**src/rtl/utd_pkg.sv**
```systemverilog
// Package for the UTF-8 to UTF-16 decoder: decoder state and code unit types, and
// the code point constants that the decoder uses. No dependencies.
`default_nettype none

package utd_pkg;

  localparam logic [15:0] REPL_CHAR     = 16'hFFFD;
  localparam logic [15:0] HI_SURR_BASE  = 16'hD800;
  localparam logic [15:0] LO_SURR_BASE  = 16'hDC00;
  localparam logic [20:0] SURR_LOW      = 21'h00D800;
  localparam logic [20:0] SURR_HIGH     = 21'h00DFFF;
  localparam logic [20:0] CP_MAX        = 21'h10FFFF;
  localparam logic [20:0] SUPP_BASE     = 21'h010000;
  localparam logic [20:0] MIN_THREE     = 21'h000800;
  localparam logic [20:0] MIN_TWO       = 21'h000080;

  localparam logic [1:0]  LEN_TWO       = 2'd1;
  localparam logic [1:0]  LEN_THREE     = 2'd2;
  localparam logic [1:0]  LEN_FOUR      = 2'd3;

  typedef struct packed {
    logic [20:0] acc;
    logic [1:0]  pending;
    logic [1:0]  seqlen;
  } dec_state_t;

  typedef struct packed {
    logic [15:0] code;
    logic        repl;
    logic        last;
  } code_unit_t;

endpackage

`default_nettype wire

```
**src/rtl/utd_decode.sv**
```systemverilog
// Combinational step of the UTF-8 decoder: current state and one byte in,
// next state and up to two UTF-16 code units out. Depends on utd_pkg.
`default_nettype none

module utd_decode
  import utd_pkg::*;
(
  input  dec_state_t  st_cur,
  input  logic [7:0]  in_byte,
  input  logic        eoi,
  output dec_state_t  st_nxt,
  output code_unit_t  unit0,
  output code_unit_t  unit1,
  output logic [1:0]  unit_cnt
);

  logic        is_cont;
  logic [20:0] acc_shift;
  logic [1:0]  pend_dec;
  logic [20:0] min_w;
  logic        bad_cp;
  logic [19:0] supp_off;
  code_unit_t  units [2];
  logic [1:0]  n;
  logic        lead_go;
  dec_state_t  st;

  assign is_cont   = (in_byte[7:6] == 2'b10);
  assign acc_shift = {st_cur.acc[14:0], in_byte[5:0]};
  assign pend_dec  = st_cur.pending - 2'd1;

  always_comb begin
    case (st_cur.seqlen)
      LEN_TWO:   min_w = MIN_TWO;
      LEN_THREE: min_w = MIN_THREE;
      default:   min_w = SUPP_BASE;
    endcase
  end

  assign bad_cp   = (acc_shift < min_w) ||
                    ((acc_shift >= SURR_LOW) && (acc_shift <= SURR_HIGH)) ||
                    (acc_shift > CP_MAX);
  assign supp_off = 20'(acc_shift - SUPP_BASE);

  always_comb begin
    st       = st_cur;
    n        = 2'd0;
    units[0] = '0;
    units[1] = '0;
    lead_go  = 1'b0;

    if (st_cur.pending != 2'd0) begin
      if (is_cont) begin
        st.acc     = acc_shift;
        st.pending = pend_dec;
        if (pend_dec == 2'd0) begin
          st = '0;
          if (bad_cp) begin
            units[0] = '{code: REPL_CHAR, repl: 1'b1, last: 1'b0};
            n        = 2'd1;
          end else if (acc_shift >= SUPP_BASE) begin
            units[0] = '{code: HI_SURR_BASE | {6'd0, supp_off[19:10]}, repl: 1'b0,
                         last: 1'b0};
            units[1] = '{code: LO_SURR_BASE | {6'd0, supp_off[9:0]}, repl: 1'b0,
                         last: 1'b0};
            n        = 2'd2;
          end else begin
            units[0] = '{code: acc_shift[15:0], repl: 1'b0, last: 1'b0};
            n        = 2'd1;
          end
        end
      end else begin
        st       = '0;
        units[0] = '{code: REPL_CHAR, repl: 1'b1, last: 1'b0};
        n        = 2'd1;
        lead_go  = 1'b1;
      end
    end else begin
      lead_go = 1'b1;
    end

    if (lead_go) begin
      if (in_byte[7] == 1'b0) begin
        units[n[0]] = '{code: {8'd0, in_byte}, repl: 1'b0, last: 1'b0};
        n           = n + 2'd1;
      end else if (in_byte[7:5] == 3'b110) begin
        st = '{acc: {16'd0, in_byte[4:0]}, pending: LEN_TWO, seqlen: LEN_TWO};
      end else if (in_byte[7:4] == 4'b1110) begin
        st = '{acc: {17'd0, in_byte[3:0]}, pending: LEN_THREE, seqlen: LEN_THREE};
      end else if (in_byte[7:3] == 5'b11110) begin
        st = '{acc: {18'd0, in_byte[2:0]}, pending: LEN_FOUR, seqlen: LEN_FOUR};
      end else begin
        units[n[0]] = '{code: REPL_CHAR, repl: 1'b1, last: 1'b0};
        n           = n + 2'd1;
      end
    end

    if (eoi && (st.pending != 2'd0)) begin
      st          = '0;
      units[n[0]] = '{code: REPL_CHAR, repl: 1'b1, last: 1'b0};
      n           = n + 2'd1;
    end

    if (n != 2'd0) begin
      units[n[1]].last = 1'b1;
    end
  end

  assign st_nxt   = st;
  assign unit0    = units[0];
  assign unit1    = units[1];
  assign unit_cnt = n;

endmodule

`default_nettype wire

```
**src/rtl/utf8_to_utf16_decoder_core.sv**
```systemverilog
// Top level of the UTF-8 to UTF-16 stream decoder: state registers and a
// two-entry result stage around the utd_decode step. Depends on utd_pkg and utd_decode.
//
// The input channel carries one UTF-8 byte per transfer in in_tdata; in_tlast
// marks the end of the input, and a sequence still open then is flushed as
// U+FFFD. The output channel carries one UTF-16 code unit per transfer in
// out_tdata, with out_tuser set when the unit is a replacement for malformed
// input and out_tlast set on the final unit caused by an input byte.
// A byte is decoded in the cycle it is accepted and its units are offered
// on the next cycle. One byte is taken per cycle while each byte yields at
// most one unit and the receiver keeps up; a byte that yields two units (a
// surrogate pair, or a replacement followed by a new unit) holds the input
// while the second unit drains from the two-entry result stage. A byte that
// yields no unit still passes at full rate. When the receiver stalls, the
// result stage holds its units and the input is refused once a unit is
// waiting and no transfer is made.
// Reset clears the partial code point and empties the result stage.
`default_nettype none

module utf8_to_utf16_decoder_core
  import utd_pkg::*;
(
  input  wire logic        clk,
  input  wire logic        rst_n,
  input  wire logic        in_tvalid,
  output logic             in_tready,
  input  wire logic [7:0]  in_tdata,   // [7:0] in_byte
  input  wire logic        in_tlast,
  output logic             out_tvalid,
  input  wire logic        out_tready,
  output logic [15:0]      out_tdata,  // [15:0] code_unit
  output logic             out_tuser,  // [0] is_replacement
  output logic             out_tlast
);

  dec_state_t st_r, st_nxt;
  code_unit_t slot0_r, slot0_nxt, slot1_r, slot1_nxt;
  code_unit_t dec_u0, dec_u1;
  logic [1:0] cnt_r, cnt_nxt, dec_cnt;
  logic       in_xfer, out_xfer;

  utd_decode u_decode (
    .st_cur   (st_r),
    .in_byte  (in_tdata),
    .eoi      (in_tlast),
    .st_nxt   (st_nxt),
    .unit0    (dec_u0),
    .unit1    (dec_u1),
    .unit_cnt (dec_cnt)
  );

  assign out_tvalid = (cnt_r != 2'd0);
  assign in_tready  = (cnt_r == 2'd0) || ((cnt_r == 2'd1) && out_tready);
  assign in_xfer    = in_tvalid && in_tready;
  assign out_xfer   = out_tvalid && out_tready;
  assign out_tdata  = slot0_r.code;
  assign out_tuser  = slot0_r.repl;
  assign out_tlast  = slot0_r.last;

  always_comb begin
    slot0_nxt = slot0_r;
    slot1_nxt = slot1_r;
    cnt_nxt   = cnt_r;
    if (in_xfer) begin
      slot0_nxt = dec_u0;
      slot1_nxt = dec_u1;
      cnt_nxt   = dec_cnt;
    end else if (out_xfer) begin
      slot0_nxt = slot1_r;
      cnt_nxt   = cnt_r - 2'd1;
    end
  end

  always_ff @(posedge clk) begin
    if (!rst_n) begin
      st_r  <= '0;
      cnt_r <= 2'd0;
    end else begin
      cnt_r <= cnt_nxt;
      if (in_xfer) begin
        st_r <= st_nxt;
      end
    end
  end

  always_ff @(posedge clk) begin
    slot0_r <= slot0_nxt;
    slot1_r <= slot1_nxt;
  end

  a_cnt_range: assert property (@(posedge clk) disable iff (!rst_n)
    cnt_r != 2'd3)
    else $error("result stage count out of range");

  a_full_blocks_input: assert property (@(posedge clk) disable iff (!rst_n)
    (cnt_r == 2'd2) |-> !in_tready)
    else $error("input accepted while two units wait");

  a_pair_last: assert property (@(posedge clk) disable iff (!rst_n)
    (cnt_r == 2'd2) |-> (slot1_r.last && !slot0_r.last))
    else $error("last flag misplaced in unit pair");

  a_single_last: assert property (@(posedge clk) disable iff (!rst_n)
    ($past(in_xfer) && (cnt_r == 2'd1)) |-> slot0_r.last)
    else $error("single unit of a byte lacks last flag");

  a_pending_seq: assert property (@(posedge clk) disable iff (!rst_n)
    (st_r.pending != 2'd0) |-> ((st_r.seqlen != 2'd0) && (st_r.pending <= st_r.seqlen)))
    else $error("pending count exceeds sequence length");

endmodule

`default_nettype wire

```
**config.mk**
```make
export PLATFORM = sky130hd
export DESIGN_NAME = utf8_to_utf16_decoder_core
export DESIGN_NICKNAME = d
export VERILOG_FILES = /design/src/rtl/utd_pkg.sv /design/src/rtl/utd_decode.sv /design/src/rtl/utf8_to_utf16_decoder_core.sv
export SDC_FILE = /design/constraint.sdc
export NUM_CORES = 1
export LEC_CHECK = 0
export BUFFER_PORTS_ARGS = -buffer_cell sky130_fd_sc_hd__buf_2
export CORE_ASPECT_RATIO = 0.75
export CORE_MARGIN = 2
export CORE_UTILIZATION = 59
export DETAILED_ROUTE_END_ITERATION = 6
export GPL_ROUTABILITY_DRIVEN = 0
export GPL_TIMING_DRIVEN = 1
export PLACE_DENSITY = 0.8
export REMOVE_ABC_BUFFERS = 1
export SLEW_MARGIN = 10
export SYNTH_ARGS = -nofsm -noshare
export SYNTH_HDL_FRONTEND = slang
export SYNTH_SLANG_ARGS = --single-unit
```
**constraint.sdc**
```tcl
create_clock -name clk -period 4 [get_ports clk]
set_input_delay 0.6 -clock clk [delete_from_list [all_inputs] [get_ports clk]]
set_output_delay 0.6 -clock clk [all_outputs]
set_load 0.05 [all_outputs]
```
==> summary.md <==
| Metric | Value |
|---|---|
| WP data required | `4090 ps` |
| Synthesized area per cell | `9.69 µm²` |
| Largest net degree at the start of global routing | `21` |
| Setup tns final | `0 ps` |
| CP Capture Type | `flip-flop` |
| Crit path launch type | `flip-flop` |
| CTS H-tree depth | `2` |
| CTS Hold Bufs | `0` |
| Ys Warns | `0` |
| VDD IR max | `208 µV` |
| Final min period | `3580 ps` |
| Initial antenna violation count | `0` |
| CTS tree | `yes` |
| Synth cell types | `65` |
| Share of layout cells above drive strength 1 | `0.226` |
| EDFF count, synth | `31` |
| Top cells by area, synth | `edfxtp_1, dfxtp_1, ha_1, a22oi_1, nor2_1` |
| Slew headroom | `0.561` |
| CTS max path bufs | `2` |
| Pwr/cell area | `504 mW/mm²` |
| Setup Buffers After CTS | `0` |
| Root Driver | `clkbuf_8` |
| # rows | `23` |
| I/O Pins | `33` |
| Area leader, netlist | `edfxtp_1` |
| Commonest non-fill, non-tap cell in the layout | `nor2_1` |
| Global-route wire length before repair | `12,100 µm` |
| Synth-to-layout area growth | `8.27%` |
| Setup WS pre-CTS | `217 ps` |
| Vias in the first global route | `2,420` |
| RSZ-0062 raised after global routing | `no` |
| Pins over their slew limit | `0` |
| Residual DRC | `0` |
| Busiest grt layer | `met2` |
| Synth async-reset ratio | `0` |
| CTS sink cnt | `52` |
| Fin crit share | `0.894` |
| Routing usage on met2 | `0.415` |
| Initial drt markers | `244` |
| Grt met3 use | `0.0518` |
| Skew-Pair Late Insertion Delay | `330 ps` |
| Worst-path clk slew | `100 ps` |
| Synth Flop Type | `edfxtp_1` |
| I/O Buffers | `32` |
| WL/cell | `17.2 µm` |
| Synthesized instance count | `337` |
| Crit path max fanout | `9` |
| Cell area after synthesis | `0.00327 mm²` |
| Hold crit path type | `reg -> reg` |
| HPWL after DPL | `5450 µm` |
| P_leak | `1.41 nW` |
| Sequential standard cell area | `0.00135 mm²` |
| Initial Util | `0.610` |
| Area after DPL | `0.00344 mm²` |
| Slew of the pin with the lowest slew margin | `655 ps` |
| Final Instance Count excl. Fillers | `442` |
| Routed WL | `7600 µm` |
| Via-to-Cell Ratio | `6.05` |
| Most frequent cells in the layout | `nor2_1, buf_2, edfxtp_1` |
| R2r setup slk | `420 ps` |
| Max Clk Rate | `280 MHz` |
| Routed vias | `2,673` |
| Final Cell Area | `0.00354 mm²` |
| TritonRoute pass-1 iters | `5` |
| Die Height | `68.4 µm` |
| Final Core Density | `0.661` |
| CTS resizes | `0` |
| Part of the Yosys area used for sequential elements | `0.414` |
| Tot GR Track Use | `0.255` |
| TritonCTS buffer count | `5` |
| Data arrival, critical path | `3660 ps` |
| Met1 usage | `0.338` |
| Final setup margin | `425 ps` |
| Max Cap Viol | `0` |
| Worst Skew | `8.50 ps` |
| Critical path class | `reg -> reg` |
| FILL cells | `483` |
| Post-Place Cells | `434` |
| Core Area | `0.00535 mm²` |
| Area of the multi-input gates | `0.00170 mm²` |
| Status | `finished, final reports clean` |
| Post-synth top area share | `0.285` |
| Die Wd | `89.9 µm` |
| Remaining antenna violation count | `0` |
| ANT cells | `0` |
| Nets | `393` |
| Global route total overflow | `0` |
| Final hold violation count | `0` |
| Die area | `0.00615 mm²` |
| Setup violators final | `0` |
| Synth Register Bits | `52` |
[synthesized netlist by cell type (all sizes together) (3+ instances only)]
| cell | n |
|---|---|
| dfxtp | 21 |
| clkbuf | 6 |
| o21ai | 17 |
| ha | 14 |
| a21oi | 28 |
| nor4 | 4 |
| nand3 | 9 |
| edfxtp | 31 |
| a22oi | 19 |
| inv | 20 |
| nor2b | 15 |
| nand2b | 4 |
| and2b | 3 |
| nand2 | 25 |
| buf | 12 |
| a21boi | 3 |
| a31oi | 3 |
| o211ai | 4 |
| and2 | 5 |
| a21o | 10 |
| nor2 | 34 |
| o31ai | 4 |
| nand4 | 4 |
| nor3 | 10 |
[power breakdown]
| part | internal, mW | switching [mW] |
|---|---|---|
| registers | 0.719 | 0.0313 |
| logic | 0.177 | 0.533 |
| clock network | 0.129 | 0.196 |
| total | 1.02 | 0.760 |
[metrics by stage]
| step | hold WS [ps] | power [mW] |
|---|---|---|
| 2_1_floorplan | 472 | 1.31 |
| 3_3_place_gp | 498 | 1.46 |
| 3_5_place_dp | 508 | 1.47 |
| 4_1_cts | 533 | 1.78 |
| 5_1_grt | 571 | 1.86 |
| 6_report | 524 | 1.78 |
[state kept, by name, indices dropped and copies added (netlist names)]
register,count
cnt_r,2
out_tdata,16
out_tlast,1
st_r,19
out_tuser,1
slot1_r,13
[kinds of logic (layout without fill, tap and decap cells)]
group	count (synthesis)	after routing	share of synthesized area
flip-flops	52	52	0.414
AO/OA/AOI/OAI	100	100	0.230
AND/OR/NAND/NOR	128	128	0.223
adder cells (fa/ha/maj)	14	14	0.0536
buffers and inverters	38	68	0.0659
XOR/XNOR	3	3	0.00804
multiplexers	2	2	0.00613
[area by class of cell]
type / instances / share of cell area
inverters: 20 / 0.0212
multi-input cells: 247 / 0.481
repair buffers: 40 / 0.0623
clock buffers: 5 / 0.0195
clock inverters: 3 / 0.00778
well taps: 75 / 0.0265
flip-flops and latches: 52 / 0.382
[routing by layer]
metal	vias up	part of all wire
met5	-	0
met2	132	0.44
li1	1287	-
met4	0	0.025
met3	19	0.081
met1	1235	0.45
[worst max-delay path, cell delays in order (launching register included)]
cell and delay [ps]:
dfxtp_1 550, nand4_1 200, nor4_4 360, a21oi_2 120
nor3_4 300, nand3_2 220, o21ai_2 180, inv_1 60
ha_1 270, o21ai_0 70, o211ai_1 240, o21bai_4 310
o21ai_2 170, a221o_1 280
[final timing paths]
path,startpoint,to,depth (start not counted)
setup / recovery,st_r[8],slot1_r[8],13
hold / removal,st_r[3],st_r[3],2
setup reg to reg,st_r[8],slot1_r[8],13
hold reg to reg,st_r[3],st_r[3],2
No activity file was read; power rests on OpenSTA's default activity.
